--- config.mk ---
export PLATFORM = sky130hd
export DESIGN_NAME = fixed_frame_command_receiver_core
export DESIGN_NICKNAME = d
export VERILOG_FILES = /design/src/rtl/ffcr_pkg.sv /design/src/rtl/ffcr_front.sv /design/src/rtl/ffcr_queue.sv /design/src/rtl/ffcr_back.sv /design/src/rtl/fixed_frame_command_receiver_core.sv
export SDC_FILE = /design/constraint.sdc
export NUM_CORES = 1
export LEC_CHECK = 0
export CAP_MARGIN = 10
export CORE_UTILIZATION = 55
export DETAILED_ROUTE_END_ITERATION = 10
export DONT_BUFFER_PORTS = 1
export GPL_TIMING_DRIVEN = 0
export PLACE_DENSITY = 0.78
export SLEW_MARGIN = 20
export SYNTH_ARGS = -nofsm -noshare
export SYNTH_HDL_FRONTEND = slang
export SYNTH_SLANG_ARGS = --single-unit
--- constraint.sdc ---
create_clock -name clk -period 5.2 [get_ports clk]
set_input_delay 1.04 -clock clk [delete_from_list [all_inputs] [get_ports clk]]
set_output_delay 1.04 -clock clk [all_outputs]
set_load 0.1 [all_outputs]
--- src/rtl/ffcr_pkg.sv ---
package ffcr_pkg;

    // Frame layout and markers.
    localparam int          FRAME_LENGTH_DEF = 16;
    localparam logic [7:0]  START_BYTE       = 8'hFF;
    localparam logic [7:0]  END_BYTE         = 8'hFE;

    // Byte positions inside a frame (the start byte sits at position 0).
    localparam int POS_ID      = 1;
    localparam int POS_MODE    = 2;
    localparam int POS_TARGET  = 3;
    localparam int POS_HOLD    = 4;
    localparam int POS_FAN     = 5;
    localparam int POS_FANONLY = 6;
    localparam int POS_FLOOR   = 7;
    localparam int POS_DUTY    = 8;
    localparam int POS_VOLUME  = 11;
    localparam int POS_REPEAT  = 12;
    localparam int POS_PRESET  = 13;
    localparam int POS_SOUND   = 14;
    localparam int POS_FIRST   = POS_ID;
    localparam int POS_LAST    = POS_SOUND;

    // Validation limits.
    localparam logic [7:0] ID_LIMIT    = 8'd50;
    localparam logic [7:0] MODE_USER   = 8'd1;
    localparam logic [7:0] MODE_PRESET = 8'd2;
    localparam logic [7:0] FLOOR_MIN   = 8'd10;
    localparam logic [7:0] FLOOR_MAX   = 8'd30;
    localparam logic [7:0] HOLD_MAX    = 8'd60;
    localparam logic [7:0] VOLUME_MARK = 8'hF0;

    // Result kinds.
    localparam logic [1:0] KIND_CMD  = 2'd0;
    localparam logic [1:0] KIND_MORE = 2'd1;
    localparam logic [1:0] KIND_LAST = 2'd2;

    // Job codes carried through the queue.
    localparam logic [1:0] JOB_CMD = 2'd0;
    localparam logic [1:0] JOB_VOL = 2'd1;
    localparam logic [1:0] JOB_ONE = 2'd2;

    // Configuration register indexes.
    localparam logic [1:0] REG_OWN_ID    = 2'd0;
    localparam logic [1:0] REG_TEMP_LOW  = 2'd1;
    localparam logic [1:0] REG_TEMP_HIGH = 2'd2;

    localparam int QUEUE_DEPTH = 2;

    typedef struct packed {
        logic [1:0] run_mode;
        logic [7:0] heat_target;
        logic [5:0] hold_seconds;
        logic [7:0] fan_level;
        logic       fan_alone;
        logic [4:0] cool_floor;
        logic [7:0] heater_duty;
        logic       repeat_on;
        logic [7:0] preset_number;
        logic [7:0] sound_number;
    } cmd_t;

    typedef struct packed {
        logic [1:0] job;
        logic [7:0] audio;
        cmd_t       cmd;
    } job_t;

    typedef struct packed {
        logic [1:0] kind;
        logic [7:0] audio_byte;
        cmd_t       cmd;
    } res_t;

    typedef struct packed {
        logic [5:0] own_id;
        logic [7:0] temp_low;
        logic [7:0] temp_high;
    } cfg_t;

    typedef struct packed {
        logic full;
        logic nonempty;
    } q_stat_t;

endpackage

--- src/rtl/ffcr_front.sv ---
module ffcr_front #(
    parameter int FRAME_LENGTH = ffcr_pkg::FRAME_LENGTH_DEF
) (
    input  logic              clk,
    input  logic              rst_n,
    input  logic              rx_valid,
    output logic              rx_ready,
    input  logic [7:0]        rx_byte,
    input  ffcr_pkg::cfg_t    cfg,
    input  ffcr_pkg::q_stat_t q_stat,
    output logic              push,
    output ffcr_pkg::job_t    push_job
);
    import ffcr_pkg::*;

    localparam int                IDX_W    = $clog2(FRAME_LENGTH);
    localparam logic [IDX_W-1:0]  LAST_IDX = IDX_W'(FRAME_LENGTH - 1);

    logic [IDX_W-1:0] idx_reg;
    logic [IDX_W-1:0] idx_next;
    logic [7:0]       field_reg [POS_LAST:POS_FIRST];

    logic       accept;
    logic       at_last;
    logic [7:0] id_b, mode_b, tgt_b, hold_b, fan_b, floor_b, vol_b, preset_b, snd_b;
    logic       fan_only, is_reset, pass, sound_only;
    logic       id_ok, mode_ok, temp_ok, floor_ok, hold_ok;
    logic [7:0] track_byte;

    assign at_last  = (idx_reg == LAST_IDX);
    // Only the closing byte can create a job, so only it waits for queue room.
    assign rx_ready = !(at_last && q_stat.full);
    assign accept   = rx_valid && rx_ready;

    always_comb
    begin
        idx_next = idx_reg;
        if (accept)
        begin
            if (idx_reg == '0)
            begin
                if (rx_byte == START_BYTE)
                begin
                    idx_next = IDX_W'(1);
                end
            end
            else if (at_last)
            begin
                idx_next = '0;
            end
            else
            begin
                idx_next = idx_reg + IDX_W'(1);
            end
        end
    end

    always_ff @(posedge clk or negedge rst_n)
    begin
        if (!rst_n)
        begin
            idx_reg <= '0;
        end
        else
        begin
            idx_reg <= idx_next;
        end
    end

    always_ff @(posedge clk)
    begin
        for (int p = POS_FIRST; p <= POS_LAST; p++)
        begin
            if (accept && idx_reg == IDX_W'(p))
            begin
                field_reg[p] <= rx_byte;
            end
        end
    end

    assign id_b     = field_reg[POS_ID];
    assign mode_b   = field_reg[POS_MODE];
    assign tgt_b    = field_reg[POS_TARGET];
    assign hold_b   = field_reg[POS_HOLD];
    assign fan_b    = field_reg[POS_FAN];
    assign floor_b  = field_reg[POS_FLOOR];
    assign vol_b    = field_reg[POS_VOLUME];
    assign preset_b = field_reg[POS_PRESET];
    assign snd_b    = field_reg[POS_SOUND];

    assign fan_only = (field_reg[POS_FANONLY] == 8'd1);
    assign is_reset = !fan_only && fan_b == 8'd0 && tgt_b == 8'd0;

    assign id_ok    = (id_b < ID_LIMIT) && (id_b == {2'b00, cfg.own_id});
    assign mode_ok  = (mode_b <= MODE_PRESET);
    assign temp_ok  = !(mode_b == MODE_USER && !fan_only && !is_reset &&
                        (tgt_b < cfg.temp_low || tgt_b > cfg.temp_high));
    assign floor_ok = (floor_b == 8'd0) || (floor_b inside {[FLOOR_MIN:FLOOR_MAX]});
    assign hold_ok  = (hold_b <= HOLD_MAX);
    assign pass     = id_ok && mode_ok && temp_ok && floor_ok && hold_ok;

    assign sound_only = mode_b == MODE_PRESET && preset_b == 8'd0 && tgt_b == 8'd0 &&
                        hold_b == 8'd0 && fan_b == 8'd0 && floor_b == 8'd0;

    // Track command: two codes per sound, the second one selects looping.
    assign track_byte = ((snd_b - 8'd1) << 1) + 8'd1 + {7'd0, field_reg[POS_REPEAT] == 8'd1};

    assign push = accept && at_last && rx_byte == END_BYTE && pass;

    always_comb
    begin
        push_job.cmd.run_mode      = mode_b[1:0];
        push_job.cmd.heat_target   = tgt_b;
        push_job.cmd.hold_seconds  = hold_b[5:0];
        push_job.cmd.fan_level     = fan_b;
        push_job.cmd.fan_alone     = fan_only;
        push_job.cmd.cool_floor    = floor_b[4:0];
        push_job.cmd.heater_duty   = field_reg[POS_DUTY];
        push_job.cmd.repeat_on     = (field_reg[POS_REPEAT] == 8'd1);
        push_job.cmd.preset_number = preset_b;
        push_job.cmd.sound_number  = snd_b;
        if (!sound_only)
        begin
            push_job.job   = JOB_CMD;
            push_job.audio = 8'd0;
        end
        else if (vol_b != 8'd0)
        begin
            push_job.job   = JOB_VOL;
            push_job.audio = vol_b;
        end
        else
        begin
            push_job.job   = JOB_ONE;
            push_job.audio = (snd_b == 8'd0) ? 8'd0 : track_byte;
        end
    end

endmodule

--- src/rtl/ffcr_queue.sv ---
module ffcr_queue (
    input  logic              clk,
    input  logic              rst_n,
    input  logic              push,
    input  ffcr_pkg::job_t    push_job,
    input  logic              pop,
    output ffcr_pkg::job_t    head_job,
    output ffcr_pkg::q_stat_t q_stat
);
    import ffcr_pkg::*;

    localparam int PTR_W = (QUEUE_DEPTH > 1) ? $clog2(QUEUE_DEPTH) : 1;
    localparam int CNT_W = $clog2(QUEUE_DEPTH + 1);

    job_t             slot_reg [QUEUE_DEPTH];
    logic [PTR_W-1:0] wr_ptr_reg, wr_ptr_next;
    logic [PTR_W-1:0] rd_ptr_reg, rd_ptr_next;
    logic [CNT_W-1:0] count_reg, count_next;

    function automatic logic [PTR_W-1:0] ptr_inc(input logic [PTR_W-1:0] ptr);
        logic [PTR_W-1:0] r;
        r = (ptr == PTR_W'(QUEUE_DEPTH - 1)) ? '0 : ptr + PTR_W'(1);
        return r;
    endfunction

    assign q_stat.full     = (count_reg == CNT_W'(QUEUE_DEPTH));
    assign q_stat.nonempty = (count_reg != '0);
    assign head_job        = slot_reg[rd_ptr_reg];

    always_comb
    begin
        wr_ptr_next = push ? ptr_inc(wr_ptr_reg) : wr_ptr_reg;
        rd_ptr_next = pop ? ptr_inc(rd_ptr_reg) : rd_ptr_reg;
        count_next  = count_reg + CNT_W'(push) - CNT_W'(pop);
    end

    always_ff @(posedge clk or negedge rst_n)
    begin
        if (!rst_n)
        begin
            wr_ptr_reg <= '0;
            rd_ptr_reg <= '0;
            count_reg  <= '0;
        end
        else
        begin
            wr_ptr_reg <= wr_ptr_next;
            rd_ptr_reg <= rd_ptr_next;
            count_reg  <= count_next;
        end
    end

    always_ff @(posedge clk)
    begin
        if (push)
        begin
            slot_reg[wr_ptr_reg] <= push_job;
        end
    end

endmodule

--- src/rtl/ffcr_back.sv ---
module ffcr_back (
    input  logic              clk,
    input  logic              rst_n,
    input  ffcr_pkg::job_t    head_job,
    input  ffcr_pkg::q_stat_t q_stat,
    output logic              pop,
    output logic              out_valid,
    input  logic              out_ready,
    output ffcr_pkg::res_t    out_res
);
    import ffcr_pkg::*;

    logic       valid_reg, valid_next;
    logic       phase_reg, phase_next;
    logic [7:0] vol_reg, vol_next;
    res_t       res_reg, res_next;
    logic       load;

    // The output register takes a new beat whenever it is empty or being drained.
    assign load = !valid_reg || out_ready;

    always_comb
    begin
        valid_next = valid_reg;
        phase_next = phase_reg;
        vol_next   = vol_reg;
        res_next   = res_reg;
        pop        = 1'b0;
        if (load)
        begin
            if (phase_reg)
            begin
                valid_next          = 1'b1;
                phase_next          = 1'b0;
                res_next.kind       = KIND_LAST;
                res_next.audio_byte = vol_reg;
                res_next.cmd        = '0;
            end
            else if (q_stat.nonempty)
            begin
                pop        = 1'b1;
                valid_next = 1'b1;
                case (head_job.job)
                    JOB_VOL:
                    begin
                        phase_next          = 1'b1;
                        vol_next            = head_job.audio;
                        res_next.kind       = KIND_MORE;
                        res_next.audio_byte = VOLUME_MARK;
                        res_next.cmd        = '0;
                    end
                    JOB_ONE:
                    begin
                        res_next.kind       = KIND_LAST;
                        res_next.audio_byte = head_job.audio;
                        res_next.cmd        = '0;
                    end
                    default:
                    begin
                        res_next.kind       = KIND_CMD;
                        res_next.audio_byte = 8'd0;
                        res_next.cmd        = head_job.cmd;
                    end
                endcase
            end
            else
            begin
                valid_next = 1'b0;
            end
        end
    end

    always_ff @(posedge clk or negedge rst_n)
    begin
        if (!rst_n)
        begin
            valid_reg <= 1'b0;
            phase_reg <= 1'b0;
        end
        else
        begin
            valid_reg <= valid_next;
            phase_reg <= phase_next;
        end
    end

    always_ff @(posedge clk)
    begin
        vol_reg <= vol_next;
        res_reg <= res_next;
    end

    assign out_valid = valid_reg;
    assign out_res   = res_reg;

endmodule

--- src/rtl/fixed_frame_command_receiver_core.sv ---
// Channel | Direction | Ports                                      | Beat
// --------+-----------+--------------------------------------------+---------------------------
// rx      | in        | rx_valid, rx_ready, rx_byte                | one received serial byte
// out     | out       | out_valid, out_ready, kind ... sound       | one command or audio result
// cfg     | in        | cfg_valid, cfg_ready, cfg_index, cfg_data  | one register write
//
// The receiver takes one rx beat per cycle while rx_ready is high. A frame's verdict is formed
// in the cycle its end byte is taken; the job then moves via the queue to the output register.
// Results leave at up to one per cycle while out_ready is high; a volume frame yields two
// back-to-back beats. Reset clears the byte counter, the queue and the output register;
// no clearing pass runs. rx_ready drops only on the final byte of a frame while the
// two-entry job queue is full, which happens only when the out channel is held off for a long time.
module fixed_frame_command_receiver_core #(
    parameter int FRAME_LENGTH = ffcr_pkg::FRAME_LENGTH_DEF
) (
    input  logic       clk,
    input  logic       rst_n,

    input  logic       rx_valid,
    output logic       rx_ready,
    input  logic [7:0] rx_byte,

    input  logic       cfg_valid,
    output logic       cfg_ready,
    input  logic [1:0] cfg_index,
    input  logic [7:0] cfg_data,

    output logic       out_valid,
    input  logic       out_ready,
    output logic [1:0] kind,
    output logic [7:0] audio_byte,
    output logic [1:0] run_mode,
    output logic [7:0] heat_target,
    output logic [5:0] hold_seconds,
    output logic [7:0] fan_level,
    output logic       fan_alone,
    output logic [4:0] cool_floor,
    output logic [7:0] heater_duty,
    output logic       repeat_on,
    output logic [7:0] preset_number,
    output logic [7:0] sound_number
);
    import ffcr_pkg::*;

    // Configuration registers. Writes are taken at any time; an unknown index is ignored.
    logic [5:0] own_id_reg;
    logic [7:0] temp_low_reg;
    logic [7:0] temp_high_reg;
    cfg_t       cfg;

    // Front to queue to back.
    logic    push;
    job_t    push_job;
    logic    pop;
    job_t    head_job;
    q_stat_t q_stat;
    res_t    out_res;

    assign cfg_ready = 1'b1;

    always_ff @(posedge clk or negedge rst_n)
    begin
        if (!rst_n)
        begin
            own_id_reg    <= 6'd1;
            temp_low_reg  <= 8'd40;
            temp_high_reg <= 8'd50;
        end
        else if (cfg_valid && cfg_ready)
        begin
            case (cfg_index)
                REG_OWN_ID:    own_id_reg    <= cfg_data[5:0];
                REG_TEMP_LOW:  temp_low_reg  <= cfg_data;
                REG_TEMP_HIGH: temp_high_reg <= cfg_data;
                default:
                begin
                end
            endcase
        end
    end

    assign cfg.own_id    = own_id_reg;
    assign cfg.temp_low  = temp_low_reg;
    assign cfg.temp_high = temp_high_reg;

    // The front collects the frame and judges it as the end byte goes by.
    ffcr_front #(
        .FRAME_LENGTH (FRAME_LENGTH)
    ) u_front (
        .clk      (clk),
        .rst_n    (rst_n),
        .rx_valid (rx_valid),
        .rx_ready (rx_ready),
        .rx_byte  (rx_byte),
        .cfg      (cfg),
        .q_stat   (q_stat),
        .push     (push),
        .push_job (push_job)
    );

    // Accepted frames wait here so that a stalled output blocks byte intake only once the queue is full.
    ffcr_queue u_queue (
        .clk      (clk),
        .rst_n    (rst_n),
        .push     (push),
        .push_job (push_job),
        .pop      (pop),
        .head_job (head_job),
        .q_stat   (q_stat)
    );

    // The back expands each job into one or two result beats.
    ffcr_back u_back (
        .clk       (clk),
        .rst_n     (rst_n),
        .head_job  (head_job),
        .q_stat    (q_stat),
        .pop       (pop),
        .out_valid (out_valid),
        .out_ready (out_ready),
        .out_res   (out_res)
    );

    assign kind          = out_res.kind;
    assign audio_byte    = out_res.audio_byte;
    assign run_mode      = out_res.cmd.run_mode;
    assign heat_target   = out_res.cmd.heat_target;
    assign hold_seconds  = out_res.cmd.hold_seconds;
    assign fan_level     = out_res.cmd.fan_level;
    assign fan_alone     = out_res.cmd.fan_alone;
    assign cool_floor    = out_res.cmd.cool_floor;
    assign heater_duty   = out_res.cmd.heater_duty;
    assign repeat_on     = out_res.cmd.repeat_on;
    assign preset_number = out_res.cmd.preset_number;
    assign sound_number  = out_res.cmd.sound_number;

    // A job is never written into a full queue.
    assert property (@(posedge clk) disable iff (!rst_n) !(push && q_stat.full))
        else $error("job pushed into full queue");

    // A job is never taken from an empty queue.
    assert property (@(posedge clk) disable iff (!rst_n) !(pop && !q_stat.nonempty))
        else $error("job popped from empty queue");

    // Intake stalls only because the queue has no room.
    assert property (@(posedge clk) disable iff (!rst_n) !rx_ready |-> q_stat.full)
        else $error("rx stalled with queue room");

    // The volume marker is always followed at once by the final volume beat.
    assert property (@(posedge clk) disable iff (!rst_n)
        out_valid && out_ready && kind == KIND_MORE |=> out_valid && kind == KIND_LAST)
        else $error("volume marker without following volume beat");

endmodule
==> metrics.txt <==
Core Area=between 0.02 and 0.025 sq mm; critical path class=register to register; CP Launch Point=u_front.idx_reg[0]; Reg2Reg Launch Point=u_front.idx_reg[0]; reg2reg end=u_queue.slot_reg[0][44]; Routability Congestion=roughly 0.91; Worst Setup EP=u_queue.slot_reg[0][44]; cell count after synthesis=733; placed cell areas=~0.013 sq mm; Data arrival, critical path=around 4400 ps; GRT Overall Usage=around 20%; average wire per standard cell=between 20 and 25 um; final wirelength=23.1 mm; fin area=0.0141 sq mm; Layout Skew=18.4 ps; clk root buf=clkbuf_16; NumNets Final=approximately 820; top-area cell type share of the netlist area=a little under three quarters; final setup vio count=0; Mapped Nets=roughly 800; failing checks=DRC; CTS tree=done; Req. time, crit path=approximately 5400 ps; Reg clk slew, reported paths=around 60 ps; LEAKAGE=~5.3 nW; die footprint=approximately 0.024 sq mm; first-pass GRT wire length=35.7 mm; FMAX=between 200 and 250 MHz; internal reg-to-reg setup slack=just under 1000 ps; Power Density=398 mW/mm^2; clock buffer depth=3; DRC Markers=2; Worst setup SP type=register; Slew Limit Headroom=38.2%; CTS hold repair buffers=0; post-CTS sizing=0; Area Growth Syn to Fin=12.0%; H-tree levels=2; Seq/Total Area, Yosys=roughly 77%; DR iter-0 viols=between 500 and 600; largest cells by area after synthesis=edfxtp_1, dfrtp_1, mux2i_1; endpoints failing hold=0; Seq cells post-synth=331; worst hold slack=~230 ps; Overflow after GRT=0; layout cell share with drive strength beyond 1=about 13%; Mapped Area=around 0.013 sq mm; drt pass-1 iters=8; Async S/R FF share, synth=approximately 9.7%; dpl hpwl=between 15 and 20 mm; Rows=55; ant diodes=0; crit path capture type=register; distinct cell type count after synthesis=54; most common library cell in the layout ignoring fill and taps=edfxtp_1; most frequent cells in the layout=edfxtp_1, nor2_1, mux2i_1; Boundary Pins=91; fin crit share=around four fifths; Synth area leader=edfxtp_1; unrepaired setup endpoints after global routing=no; total power=between 0.005 and 0.006 W; Die Y-Extent=154 um; maximum fanout along the worst path=25; largest net degree at the start of global routing=45; Port Buf Inserts=0; final worst path period need=between 4000 and 5000 ps; Max VDD drop=approximately 0.29 mV; Final Slew Violations=0; number of synthesized flops with an enable pin=299; Max Cap Viol=0; warnings from Yosys=0; die width=roughly 150 um; Clk Latency, worst-skew pair=500 ps; Starting Density=a little under three fifths; cts bufs inserted=34; Post-CTS Setup Inserts=0; DR vias=about 6400; R2R cell count=9; worst slew pin tran=approximately 900 ps; Via-to-Cell Ratio=roughly 6; ANT nets after route=0; antenna violations before repair=0; HP Class=primary input to async pin; mean post-synth cell area=around 17 sq um; max reg flops=between 100 and 150; CTS Sinks=~330; Primary FF master, synth=edfxtp_1; number of global-route vias before repair=~6500; status=complete, but fails checks
worst min path at each step:
stage | depth (start not counted) | slack (ps) | endpoint | start
after floorplan | 0 | 420 | u_queue.slot_reg[0][17] | u_front.field_reg[1][0]
after global placement | 0 | 420 | u_queue.slot_reg[0][23] | u_front.field_reg[1][6]
after detailed placement | 0 | 440 | u_queue.slot_reg[0][20] | u_front.field_reg[1][3]
after CTS | 0 | 210 | temp_low_reg[2] | rst_n
after global routing | 0 | 210 | u_front.idx_reg[0] | rst_n
final | 0 | 230 | u_front.idx_reg[0] | rst_n
worst max-delay path: stages, from the launching register on:
cell and delay (ps):
dfrtp_1 460, ha_1 310, and3_1 250, nand3_2 460
nand2_1 300, a2111oi_0 510, o2111a_1 420, nor2b_4 700
buf_12 270, buf_16 180
cell type report:
type	count	area, sq um
Multi-Input combinational cell	357	2680
Timing Repair Buffer	5	108
Clock buffer	40	895
Clock inverter	17	131
Sequential cell	331	9790
Tap cell	285	357
Inverter	27	101
Fill cell	1527	8430
Buffer	18	82.6
kinds of logic (layout without fill, tap and decap cells):
| logic type | Yosys count | count (layout) | synth area share, % |
|---|---|---|---|
| flip-flops | 331 | 331 | 77.5 |
| AND/OR/NAND/NOR | 174 | 174 | 7.04 |
| multiplexers | 89 | 89 | 7.37 |
| AO/OA/AOI/OAI | 48 | 48 | 2.68 |
| buffers and inverters | 45 | 107 | 1.46 |
| adder cells (fa/ha/maj) | 27 | 27 | 2.67 |
| XOR/XNOR | 18 | 18 | 1.25 |
| other | 1 | 1 | 0.0297 |
power by group:
part,total (W),internal (W),switching (W)
clock,0.00223,0.00129,0.000948
sequential,0.00311,0.00302,0.0000902
combinational,0.000288,0.000119,0.000170
total,0.00563,0.00443,0.00121
per-layer routing:
| metal | global-route usage (%) | vias up | routed length, um |
|---|---|---|---|
| li1 | - | 2864 | - |
| met3 | 4.40 | 59 | 1610 |
| met4 | 8.81 | 0 | 875 |
| met2 | 32.6 | 272 | 11200 |
| met5 | 0 | - | 0 |
| met1 | 26.1 | 3186 | 9450 |
cell usage after synthesis (3+ instances only):
master and instances:
edfxtp_1 299, mux2_2 31, buf_2 3, and3_1 7
buf_1 7, ha_1 27, clkbuf_1 6, nor2_1 76
nand4_1 10, o21ai_0 6, dfrtp_1 26, nor3_1 8
a31oi_1 4, mux2i_1 57, or3_1 3, xnor2_1 12
nor3b_1 6, nand3_1 5, a21oi_1 13, xor2_1 6
and2_1 8, a22o_1 4, a221o_1 4, nor2b_1 7
a21o_1 3, inv_1 27, nor4_1 14, dfstp_2 6
nand2_1 13, nand2b_1 6
stage by stage:
step	TNS (ps)	setup WS, ps	utilization (%)	instances
after floorplan	0	514	-	733
after global placement	-73230	-702	57.5	1018
after detailed placement	0	1050	58.1	1023
after CTS	0	1020	62.7	1080
after global routing	0	732	62.7	1080
final	0	987	62.7	1080
(Power assumes the default switching activity.)
